**config.mk**
```make
export PLATFORM = sky130hd
export DESIGN_NAME = coefficient_quantizer_unit
export DESIGN_NICKNAME = d
export VERILOG_FILES = /design/src/hw/rtl/cq_pkg.sv /design/src/hw/rtl/coefficient_quantizer_unit.sv /design/src/hw/rtl/cq_datapath.sv
export SDC_FILE = /design/constraint.sdc
export NUM_CORES = 2
export LEC_CHECK = 0
export ABC_CLOCK_PERIOD_IN_PS = 27900
export BUFFER_PORTS_ARGS = -buffer_cell sky130_fd_sc_hd__buf_4
export CAP_MARGIN = 15
export CORE_ASPECT_RATIO = 1.1
export CORE_UTILIZATION = 60
export DETAILED_ROUTE_END_ITERATION = 10
export PLACE_DENSITY = 0.78
export SLEW_MARGIN = 20
export SYNTH_ARGS = -nofsm -noshare
export SYNTH_HDL_FRONTEND = slang
export SYNTH_HIERARCHICAL = 1
export SYNTH_SLANG_ARGS = --single-unit
```
**constraint.sdc**
```tcl
create_clock -name clk -period 27.9 [get_ports clk]
set_input_delay 0 -clock clk [delete_from_list [all_inputs] [get_ports clk]]
set_output_delay 0 -clock clk [all_outputs]
set_load 0.005 [all_outputs]
```
**src/hw/rtl/cq_pkg.sv**
```systemverilog
package cq_pkg;

    // Default sizes
    localparam int DEF_MAX_GROUP_WIDTH = 64;
    localparam int DEF_COEF_WIDTH      = 24;
    localparam int GROUPS              = 16;

    // Register map (index = paddr[3:2])
    localparam logic [1:0] REG_DIRECTION   = 2'd0;
    localparam logic [1:0] REG_QUANT_STEP  = 2'd1;
    localparam logic [1:0] REG_GROUP_WIDTH = 2'd2;
    localparam logic [1:0] REG_POINT_COUNT = 2'd3;

    // Register reset values
    localparam logic        RST_DIRECTION   = 1'b0;
    localparam logic [6:0]  RST_QUANT_STEP  = 7'd0;
    localparam logic [6:0]  RST_GROUP_WIDTH = 7'd1;
    localparam logic [10:0] RST_POINT_COUNT = 11'd0;

    // Direction codes
    localparam logic DIR_QUANTIZE   = 1'b0;
    localparam logic DIR_DEQUANTIZE = 1'b1;

    // Quantizer rounding constant (half of Q14)
    localparam int Q14_ROUND = 8192;
    localparam int Q14_SHIFT = 14;

    // Zigzag position of each group inside the 4x4 grid
    localparam logic [3:0] SCAN_POS [16] = '{
        4'd0, 4'd4, 4'd1, 4'd2, 4'd5, 4'd8, 4'd12, 4'd9,
        4'd6, 4'd3, 4'd7, 4'd10, 4'd13, 4'd14, 4'd11, 4'd15
    };

    // Row/column norm kind and pairing into six norm classes
    localparam logic [1:0] NORM_KIND [4] = '{2'd0, 2'd1, 2'd0, 2'd2};
    localparam logic [2:0] NORM_PAIR [3][3] = '{
        '{3'd0, 3'd1, 3'd2},
        '{3'd1, 3'd3, 3'd4},
        '{3'd2, 3'd4, 3'd5}
    };

    // Rescale factors: level x norm class
    localparam logic [6:0] RESCALE_ROM [8][6] = '{
        '{7'd16, 7'd21, 7'd24, 7'd28, 7'd32, 7'd37},
        '{7'd17, 7'd23, 7'd26, 7'd31, 7'd35, 7'd40},
        '{7'd19, 7'd25, 7'd29, 7'd33, 7'd38, 7'd43},
        '{7'd21, 7'd28, 7'd31, 7'd36, 7'd42, 7'd47},
        '{7'd23, 7'd30, 7'd34, 7'd40, 7'd45, 7'd52},
        '{7'd25, 7'd33, 7'd37, 7'd43, 7'd49, 7'd56},
        '{7'd27, 7'd36, 7'd41, 7'd47, 7'd54, 7'd61},
        '{7'd29, 7'd39, 7'd44, 7'd52, 7'd59, 7'd67}
    };

    // Descale factors in Q14: floor((2^19 + f) / (2 f)) for each rescale entry
    localparam logic [14:0] DESCALE_ROM [8][6] = '{
        '{15'd16384, 15'd12483, 15'd10923, 15'd9362, 15'd8192, 15'd7085},
        '{15'd15420, 15'd11398, 15'd10082, 15'd8456, 15'd7490, 15'd6554},
        '{15'd13797, 15'd10486, 15'd9039,  15'd7944, 15'd6899, 15'd6096},
        '{15'd12483, 15'd9362,  15'd8456,  15'd7282, 15'd6242, 15'd5578},
        '{15'd11398, 15'd8738,  15'd7710,  15'd6554, 15'd5825, 15'd5041},
        '{15'd10486, 15'd7944,  15'd7085,  15'd6096, 15'd5350, 15'd4681},
        '{15'd9709,  15'd7282,  15'd6394,  15'd5578, 15'd4855, 15'd4297},
        '{15'd9039,  15'd6722,  15'd5958,  15'd5041, 15'd4443, 15'd3913}
    };

    // Per-transaction control carried from the input stage to the datapath
    typedef struct packed {
        logic        dir;
        logic [3:0]  shift;
        logic [14:0] fd;
        logic [6:0]  f;
        logic        empty;
        logic        last;
        logic        in_range;
        logic [10:0] pos_inc;
    } cq_ctrl_t;

    // Norm class of a group from its zigzag position
    function automatic logic [2:0] norm_class(input logic [3:0] grp);
        logic [3:0] pos;
        pos = SCAN_POS[grp];
        return NORM_PAIR[NORM_KIND[pos[1:0]]][NORM_KIND[pos[3:2]]];
    endfunction

endpackage

```
**src/hw/rtl/coefficient_quantizer_unit.sv**
```systemverilog
// Channel   Direction  Handshake                  Payload
// coef      in         coef_valid / coef_stall    coefficient
// result    out        result_valid / result_stall value, block_end, significant_count
// config    in         APB psel/penable/pwrite    paddr, pwdata -> prdata
//
// One coefficient per cycle while coef_stall is low, through an input
// register (group factor lookup, block counters) and a result register
// (one multiply, then the dead-zone rounding shift or the dequantize scaling).
// Reset clears the block counters, both valid bits and the registers to their
// defaults (group_width 1, others 0).
// A stalled result holds in its register; the input register still takes one
// more transaction, then coef_stall rises until the result is taken.
module coefficient_quantizer_unit #(
    parameter int MAX_GROUP_WIDTH = cq_pkg::DEF_MAX_GROUP_WIDTH,
    parameter int COEF_WIDTH      = cq_pkg::DEF_COEF_WIDTH
) (
    input  logic                         clk,
    input  logic                         rst_n,

    input  logic                         psel,
    input  logic                         penable,
    input  logic                         pwrite,
    input  logic [3:0]                   paddr,
    input  logic [31:0]                  pwdata,
    output logic [31:0]                  prdata,
    output logic                         pready,

    input  logic                         coef_valid,
    output logic                         coef_stall,
    input  logic signed [COEF_WIDTH-1:0] coefficient,

    output logic                         result_valid,
    input  logic                         result_stall,
    output logic signed [COEF_WIDTH-1:0] value,
    output logic                         block_end,
    output logic [10:0]                  significant_count
);

    localparam int GW_W  = ($clog2(MAX_GROUP_WIDTH + 1) > 7) ?
                           $clog2(MAX_GROUP_WIDTH + 1) : 7;
    localparam int LEN_W = GW_W + 4;
    localparam int CMP_W = (LEN_W > 12) ? LEN_W : 12;

    // Configuration registers
    logic        direction_reg;
    logic [6:0]  quant_step_reg;
    logic [6:0]  group_width_reg;
    logic [10:0] point_count_reg;
    logic        cfg_write;

    assign pready    = 1'b1;
    assign cfg_write = psel && penable && pwrite;

    always_ff @(posedge clk or negedge rst_n)
    begin
        if (!rst_n)
        begin
            direction_reg   <= cq_pkg::RST_DIRECTION;
            quant_step_reg  <= cq_pkg::RST_QUANT_STEP;
            group_width_reg <= cq_pkg::RST_GROUP_WIDTH;
            point_count_reg <= cq_pkg::RST_POINT_COUNT;
        end
        else if (cfg_write)
        begin
            unique case (paddr[3:2])
                cq_pkg::REG_DIRECTION:   direction_reg   <= pwdata[0];
                cq_pkg::REG_QUANT_STEP:  quant_step_reg  <= pwdata[6:0];
                cq_pkg::REG_GROUP_WIDTH: group_width_reg <= pwdata[6:0];
                cq_pkg::REG_POINT_COUNT: point_count_reg <= pwdata[10:0];
                default: ;
            endcase
        end
    end

    // Register read-back
    always_comb
    begin
        unique case (paddr[3:2])
            cq_pkg::REG_DIRECTION:   prdata = 32'(direction_reg);
            cq_pkg::REG_QUANT_STEP:  prdata = 32'(quant_step_reg);
            cq_pkg::REG_GROUP_WIDTH: prdata = 32'(group_width_reg);
            cq_pkg::REG_POINT_COUNT: prdata = 32'(point_count_reg);
            default:                 prdata = '0;
        endcase
    end

    // Pipeline handshake
    logic s1_valid_reg;
    logic s1_valid_next;
    logic out_valid_next;
    logic out_load;
    logic in_accept;

    assign out_load   = s1_valid_reg && (!result_valid || !result_stall);
    assign coef_stall = s1_valid_reg && !out_load;
    assign in_accept  = coef_valid && !coef_stall;

    // Effective group width and block length
    logic [GW_W-1:0]  gw_raw;
    logic [GW_W-1:0]  gw_eff;
    logic [CMP_W-1:0] len_full;
    logic [CMP_W-1:0] blk_len;
    logic [CMP_W-1:0] pos_inc_wide;
    logic             blk_empty;
    logic             blk_last;

    logic [10:0] position_reg;
    logic [10:0] position_next;
    logic [3:0]  group_reg;
    logic [3:0]  group_next;
    logic [6:0]  igc_reg;
    logic [6:0]  igc_next;
    logic [6:0]  igc_inc;

    assign gw_raw = GW_W'(group_width_reg);

    always_comb
    begin
        if (gw_raw == '0)
        begin
            gw_eff = GW_W'(1);
        end
        else if (gw_raw > GW_W'(MAX_GROUP_WIDTH))
        begin
            gw_eff = GW_W'(MAX_GROUP_WIDTH);
        end
        else
        begin
            gw_eff = gw_raw;
        end
    end

    assign len_full = CMP_W'({gw_eff, 4'b0000});

    always_comb
    begin
        if (direction_reg == cq_pkg::DIR_DEQUANTIZE &&
            CMP_W'(point_count_reg) < len_full)
        begin
            blk_len = CMP_W'(point_count_reg);
        end
        else
        begin
            blk_len = len_full;
        end
    end

    assign pos_inc_wide = CMP_W'(position_reg) + CMP_W'(1);
    assign blk_empty    = (blk_len == '0);
    assign blk_last     = (pos_inc_wide >= blk_len);
    assign igc_inc      = igc_reg + 7'd1;

    // Block counters advance on each accepted transaction of a non-empty block
    always_comb
    begin
        position_next = position_reg;
        group_next    = group_reg;
        igc_next      = igc_reg;
        if (in_accept && !blk_empty)
        begin
            if (blk_last)
            begin
                position_next = '0;
                group_next    = '0;
                igc_next      = '0;
            end
            else
            begin
                position_next = pos_inc_wide[10:0];
                if (GW_W'(igc_inc) >= gw_eff)
                begin
                    igc_next   = '0;
                    group_next = group_reg + 4'd1;
                end
                else
                begin
                    igc_next = igc_inc;
                end
            end
        end
    end

    always_ff @(posedge clk or negedge rst_n)
    begin
        if (!rst_n)
        begin
            position_reg <= '0;
            group_reg    <= '0;
            igc_reg      <= '0;
        end
        else
        begin
            position_reg <= position_next;
            group_reg    <= group_next;
            igc_reg      <= igc_next;
        end
    end

    // Input stage: factor lookup and per-transaction control
    cq_pkg::cq_ctrl_t            ctrl_in;
    cq_pkg::cq_ctrl_t            s1_ctrl_reg;
    logic signed [COEF_WIDTH-1:0] s1_coef_reg;
    logic [2:0]                  grp_class;

    assign grp_class = cq_pkg::norm_class(group_reg);

    always_comb
    begin
        ctrl_in.dir      = direction_reg;
        ctrl_in.shift    = quant_step_reg[6:3];
        ctrl_in.fd       = cq_pkg::DESCALE_ROM[quant_step_reg[2:0]][grp_class];
        ctrl_in.f        = cq_pkg::RESCALE_ROM[quant_step_reg[2:0]][grp_class];
        ctrl_in.empty    = blk_empty;
        ctrl_in.last     = blk_last;
        ctrl_in.in_range = (position_reg < point_count_reg);
        ctrl_in.pos_inc  = pos_inc_wide[10:0];
    end

    always_comb
    begin
        s1_valid_next = s1_valid_reg;
        if (in_accept)
        begin
            s1_valid_next = 1'b1;
        end
        else if (out_load)
        begin
            s1_valid_next = 1'b0;
        end
    end

    always_ff @(posedge clk or negedge rst_n)
    begin
        if (!rst_n)
        begin
            s1_valid_reg <= 1'b0;
        end
        else
        begin
            s1_valid_reg <= s1_valid_next;
        end
    end

    always_ff @(posedge clk)
    begin
        if (in_accept)
        begin
            s1_ctrl_reg <= ctrl_in;
            s1_coef_reg <= coefficient;
        end
    end

    // Arithmetic
    logic signed [COEF_WIDTH-1:0] value_calc;

    cq_datapath #(
        .COEF_WIDTH (COEF_WIDTH)
    ) u_datapath (
        .ctrl  (s1_ctrl_reg),
        .coef  (s1_coef_reg),
        .value (value_calc)
    );

    // Last significant position, tracked as results enter the output register
    logic [10:0] last_sig_reg;
    logic [10:0] last_sig_next;
    logic [10:0] last_sig_cur;
    logic        sig_hit;
    logic        quant_end;

    assign sig_hit   = (s1_ctrl_reg.dir == cq_pkg::DIR_QUANTIZE) && !s1_ctrl_reg.empty &&
                       s1_ctrl_reg.in_range && (value_calc != '0);
    assign last_sig_cur = sig_hit ? s1_ctrl_reg.pos_inc : last_sig_reg;
    assign quant_end = (s1_ctrl_reg.dir == cq_pkg::DIR_QUANTIZE) && !s1_ctrl_reg.empty &&
                       s1_ctrl_reg.last;

    always_comb
    begin
        last_sig_next = last_sig_reg;
        if (out_load && !s1_ctrl_reg.empty)
        begin
            last_sig_next = s1_ctrl_reg.last ? 11'd0 : last_sig_cur;
        end
    end

    always_ff @(posedge clk or negedge rst_n)
    begin
        if (!rst_n)
        begin
            last_sig_reg <= '0;
        end
        else
        begin
            last_sig_reg <= last_sig_next;
        end
    end

    // Result register
    always_comb
    begin
        out_valid_next = result_valid;
        if (out_load)
        begin
            out_valid_next = 1'b1;
        end
        else if (result_valid && !result_stall)
        begin
            out_valid_next = 1'b0;
        end
    end

    always_ff @(posedge clk or negedge rst_n)
    begin
        if (!rst_n)
        begin
            result_valid <= 1'b0;
        end
        else
        begin
            result_valid <= out_valid_next;
        end
    end

    always_ff @(posedge clk)
    begin
        if (out_load)
        begin
            value             <= value_calc;
            block_end         <= s1_ctrl_reg.empty || s1_ctrl_reg.last;
            significant_count <= quant_end ? last_sig_cur : 11'd0;
        end
    end

    // Checks
    a_sig_only_at_end: assert property (@(posedge clk) disable iff (!rst_n)
        result_valid && !block_end |-> significant_count == 11'd0)
        else $error("significant_count set on a non-final result");

    a_counters_clear: assert property (@(posedge clk) disable iff (!rst_n)
        in_accept && blk_last && !blk_empty |=>
            position_reg == 11'd0 && group_reg == 4'd0 && igc_reg == 7'd0)
        else $error("block counters not cleared after final coefficient");

    a_last_sig_clear: assert property (@(posedge clk) disable iff (!rst_n)
        out_load && s1_ctrl_reg.last && !s1_ctrl_reg.empty |=> last_sig_reg == 11'd0)
        else $error("last significant position kept across blocks");

    a_stall_when_full: assert property (@(posedge clk) disable iff (!rst_n)
        s1_valid_reg && result_valid && result_stall |-> coef_stall)
        else $error("input taken while both stages are full");

endmodule

```
**src/hw/rtl/cq_datapath.sv**
```systemverilog
module cq_datapath #(
    parameter int COEF_WIDTH = cq_pkg::DEF_COEF_WIDTH
) (
    input  cq_pkg::cq_ctrl_t              ctrl,
    input  logic signed [COEF_WIDTH-1:0]  coef,
    output logic signed [COEF_WIDTH-1:0]  value
);

    localparam int QPW = COEF_WIDTH + 16;   // quantizer product
    localparam int PW  = QPW - cq_pkg::Q14_SHIFT;
    localparam int SW  = PW + 1;            // after dead-zone bias

    // Quantize: rounded Q14 multiply
    logic signed [QPW-1:0] coef_ext;
    logic signed [QPW-1:0] fd_ext;
    logic signed [QPW-1:0] prod_q;
    logic signed [QPW-1:0] prod_rnd;
    logic signed [PW-1:0]  p_val;

    assign coef_ext = QPW'(coef);
    assign fd_ext   = QPW'($signed({1'b0, ctrl.fd}));
    assign prod_q   = coef_ext * fd_ext;
    assign prod_rnd = prod_q + QPW'(cq_pkg::Q14_ROUND);
    assign p_val    = prod_rnd[QPW-1:cq_pkg::Q14_SHIFT];

    // Dead-zone bias, symmetric about zero
    logic [16:0]           scale;
    logic [15:0]           half;
    logic [15:0]           dz;
    logic [15:0]           bias_pos;
    logic [15:0]           bias_neg;
    logic [15:0]           bias;
    logic signed [SW-1:0]  p_adj;
    logic signed [SW-1:0]  q_shr;

    assign scale    = 17'(1) << ctrl.shift;
    assign half     = scale[16:1];
    assign dz       = (ctrl.shift >= 4'd4) ? (16'(1) << (ctrl.shift - 4'd4)) : 16'd0;
    assign bias_pos = half - dz;
    assign bias_neg = scale[15:0] - 16'd1 - bias_pos;
    assign bias     = p_val[PW-1] ? bias_neg : bias_pos;
    assign p_adj    = SW'(p_val) + SW'($signed({1'b0, bias}));
    assign q_shr    = p_adj >>> ctrl.shift;

    // Dequantize: 16-bit multiply and scale, wrapped to 16 bits
    logic signed [15:0] x16;
    logic signed [23:0] prod_d;
    logic signed [23:0] d_shr;
    logic [15:0]        d_shl;
    logic [15:0]        d_val;

    assign x16    = $signed(coef[15:0]);
    assign prod_d = 24'(x16) * 24'($signed({1'b0, ctrl.f}));
    assign d_shr  = prod_d >>> (3'd4 - {1'b0, ctrl.shift[1:0]});
    assign d_shl  = prod_d[15:0] << (ctrl.shift - 4'd4);
    assign d_val  = (ctrl.shift < 4'd4) ? d_shr[15:0] : d_shl;

    // Result select
    always_comb
    begin
        if (ctrl.empty)
        begin
            value = '0;
        end
        else if (ctrl.dir == cq_pkg::DIR_DEQUANTIZE)
        begin
            value = COEF_WIDTH'($signed(d_val));
        end
        else
        begin
            value = q_shr[COEF_WIDTH-1:0];
        end
    end

endmodule

```
==> reports/results.ini <==
[outcome]
status=finished clean

[grt]
use_met2_pct=54.6
globalRouteMet3Util_pct=3.54
grt_max_degree=62
busiest_layer=met2
grt_pass1_wl_um=135000
grt_pass1_vias=27000
global_route.usage.met1_pct=38.9
antenna_found_initial=0
track_usage_pct=30.9
gr-total-overflow=0

[die]
ios=138
fp-row-count=88
start_util_pct=61.0
fp.dieW_um=223
die_y_um=245
core_area_mm2=0.0527
die_area_mm2=0.0546

[cts]
cts_buffers=17
cts_root_buffer=clkbuf_16
clk-insertion-delay-late_ns=0.46
cts_setup_buffers=0
cts.htree.levels=4
cts.sinks=162
tritoncts=yes
clkTransAtPathRegs_ns=0.08
post_cts_resized=0
clockBufferDepth=2
cts_hold_buf=39

[layout]
layout-drive-gt1-share_pct=7.38
synthToLayoutAreaGrowth_pct=6.10
fill_cells=4355
num-nets-final=4461
seq_area_mm2=0.00456
multi_input_area_mm2=0.0246
antenna_cells=0
largest_reg_flops=41
fin_util_pct=64.8

[sta]
period_share_pct=47.0
finClkSkew_ns=0.0120
worst_pin_slew_ns=1.15
holdWs_ns=0.0278
hold_viol=0
worst_slack_ns=14.78
drv_slew=0
setup_viol=0
setup-tns-final_ns=0
max_freq_ghz=0.0762
slew_headroom_pct=23.3
rsz0062_at_grt=false
period_needed_ns=13.12

[synthesis]
synth-seq-cells=162
yosysWarnings=6
syn_area_mm2=0.0322
synth_edf_count=101
ys_types=107
syn_inst=3689
synth_flop_cell=edfxtp_1
async_flop_share_pct=37.7
synth-seq-area-share_pct=14.2
syn_area_per_cell_um2=8.73

[placement]
portBuffers=92
hpwlAfterDp_um=60700
pre_cts_slack_ns=14.96
globalplace.congestion=1.00

[setup_path]
critPathRequiredTime_ns=28.28
setup.worst_path.end_class=flip-flop
slowest_delay_ns=1.08
worst_setup_path_start_kind=flip-flop
crit_slowest_cell=edfxtp_1
crit_type=flip-flop to flip-flop
cp_max_fo=30
cp.arrival_ns=13.50
cpMostUsedCell=fa_1

[drt]
wl_per_cell_um=18.6
vias_per_cell=5.97
num_vias=26100
routed_wirelength_um=81200
drt-initial-drc-count=2442
drc_errors=0
final_antenna_net_count=0
drt-pass1-iter-count=6

[run]
maxCapViolCount=0

[hold_path]
min_path_type=input pin to flip-flop

-- metrics by stage --
step,instance area (µm²),cells
2_1_floorplan,32300,3709
3_3_place_gp,33100,4305
3_5_place_dp,33100,4305
4_1_cts,34200,4376
5_1_grt,34200,4376
6_report,34200,4376
-- layer usage --
metal / wire [µm] / share of wire, %
met1: 32200 / 40
met2: 40500 / 50
met3: 5360 / 6.6
met4: 3090 / 3.8
met5: 0 / 0
-- path summary, 6_finish.rpt --
path / start / endpoint / slack (ns) / cells after the start
worst max register to register: s1_ctrl_reg[26]$_DFFE_PP_ / last_sig_reg[2]$_DFFE_PN0P_ / 14.78 / 42
worst max-delay path: s1_ctrl_reg[26]$_DFFE_PP_ / last_sig_reg[2]$_DFFE_PN0P_ / 14.78 / 42
max in group asynchronous: rst_n / direction_reg$_DFFE_PN0P_ / 27.18 / 2
min in group asynchronous: rst_n / last_sig_reg[1]$_DFFE_PN0P_ / 0.18 / 2
worst min register to register: s1_valid_reg$_DFFE_PN0P_ / result_valid$_DFFE_PN0P_ / 0.49 / 1
worst min-delay path: paddr[3] / direction_reg$_DFFE_PN0P_ / 0.03 / 3
-- Yosys cell counts (all sizes together), types with 68 or more instances --
cell,instances,area share (%)
ha,271,11
fa,435,27
and2,264,5.1
nor2,169,2.0
clkbuf,151,1.8
nand2,453,5.3
a21oi,189,3.0
xnor2,68,1.9
mux2i,73,2.3
inv,581,6.8
o21ai,170,2.7
edfxtp,101,9.4
-- layout by cell type (no fill, tap or decap), types with 13 or more instances in the layout --
cell / Yosys / routed
nand4_1: 14 / 14
mux2i_1: 72 / 72
and2_1: 264 / 264
o21bai_1: 15 / 15
o21a_1: 16 / 16
inv_1: 580 / 579
a221oi_1: 14 / 14
nand2b_1: 32 / 32
nor4_1: 13 / 13
a22oi_1: 16 / 16
clkbuf_16: 0 / 17
a21o_1: 45 / 45
dfrtp_1: 60 / 60
mux4_2: 15 / 15
ha_1: 271 / 271
nand2_1: 453 / 453
xnor2_1: 67 / 67
a21oi_1: 183 / 183
and3_1: 21 / 21
o21ai_1: 13 / 13
conb_1: 2 / 22
nand3_1: 50 / 50
nor2_1: 168 / 167
o31ai_1: 16 / 16
xor2_1: 44 / 44
buf_4: 26 / 127
a211oi_1: 29 / 28
o211ai_1: 17 / 17
o21ai_0: 155 / 155
dlygate4sd3_1: 0 / 39
a31oi_1: 30 / 30
fa_1: 435 / 435
nor3_1: 38 / 37
mux2_2: 37 / 37
nor2b_1: 18 / 18
edfxtp_1: 101 / 101
-- final cells by class --
type	count	area share, %
Timing Repair Buffer	166	3.93
Inverter	583	6.41
Clock buffer	17	1.25
Tap cell	675	2.47
Sequential cell	162	13.4
Clock inverter	15	0.550
Multi-Input combinational cell	2758	72.0
-- cell families after synthesis --
group / after synthesis / synth area share, %
AO/OA/AOI/OAI: 671 / 13.8
XOR/XNOR: 114 / 3.19
adder cells (fa/ha/maj): 706 / 37.6
buffers and inverters: 789 / 9.70
flip-flops: 162 / 14.2
multiplexers: 126 / 4.67
other: 2 / 0.0233
AND/OR/NAND/NOR: 1119 / 16.9
-- worst max-delay path: cells and delay by family, from the launching register on --
kind | cells | cell delay (ns)
AOI/OAI and AO/OA | 16 | 3.94
xor gates and xnor gates | 1 | 0.46
adders and majority gates | 9 | 4.29
buffers and inverters | 7 | 0.95
DFF | 1 | 1.08
muxes | 2 | 0.49
and+or+nand+nor | 7 | 1.79
Power is not shown: default switching activity piles up to over one toggle a cycle in this logic, so the estimate is an artifact.
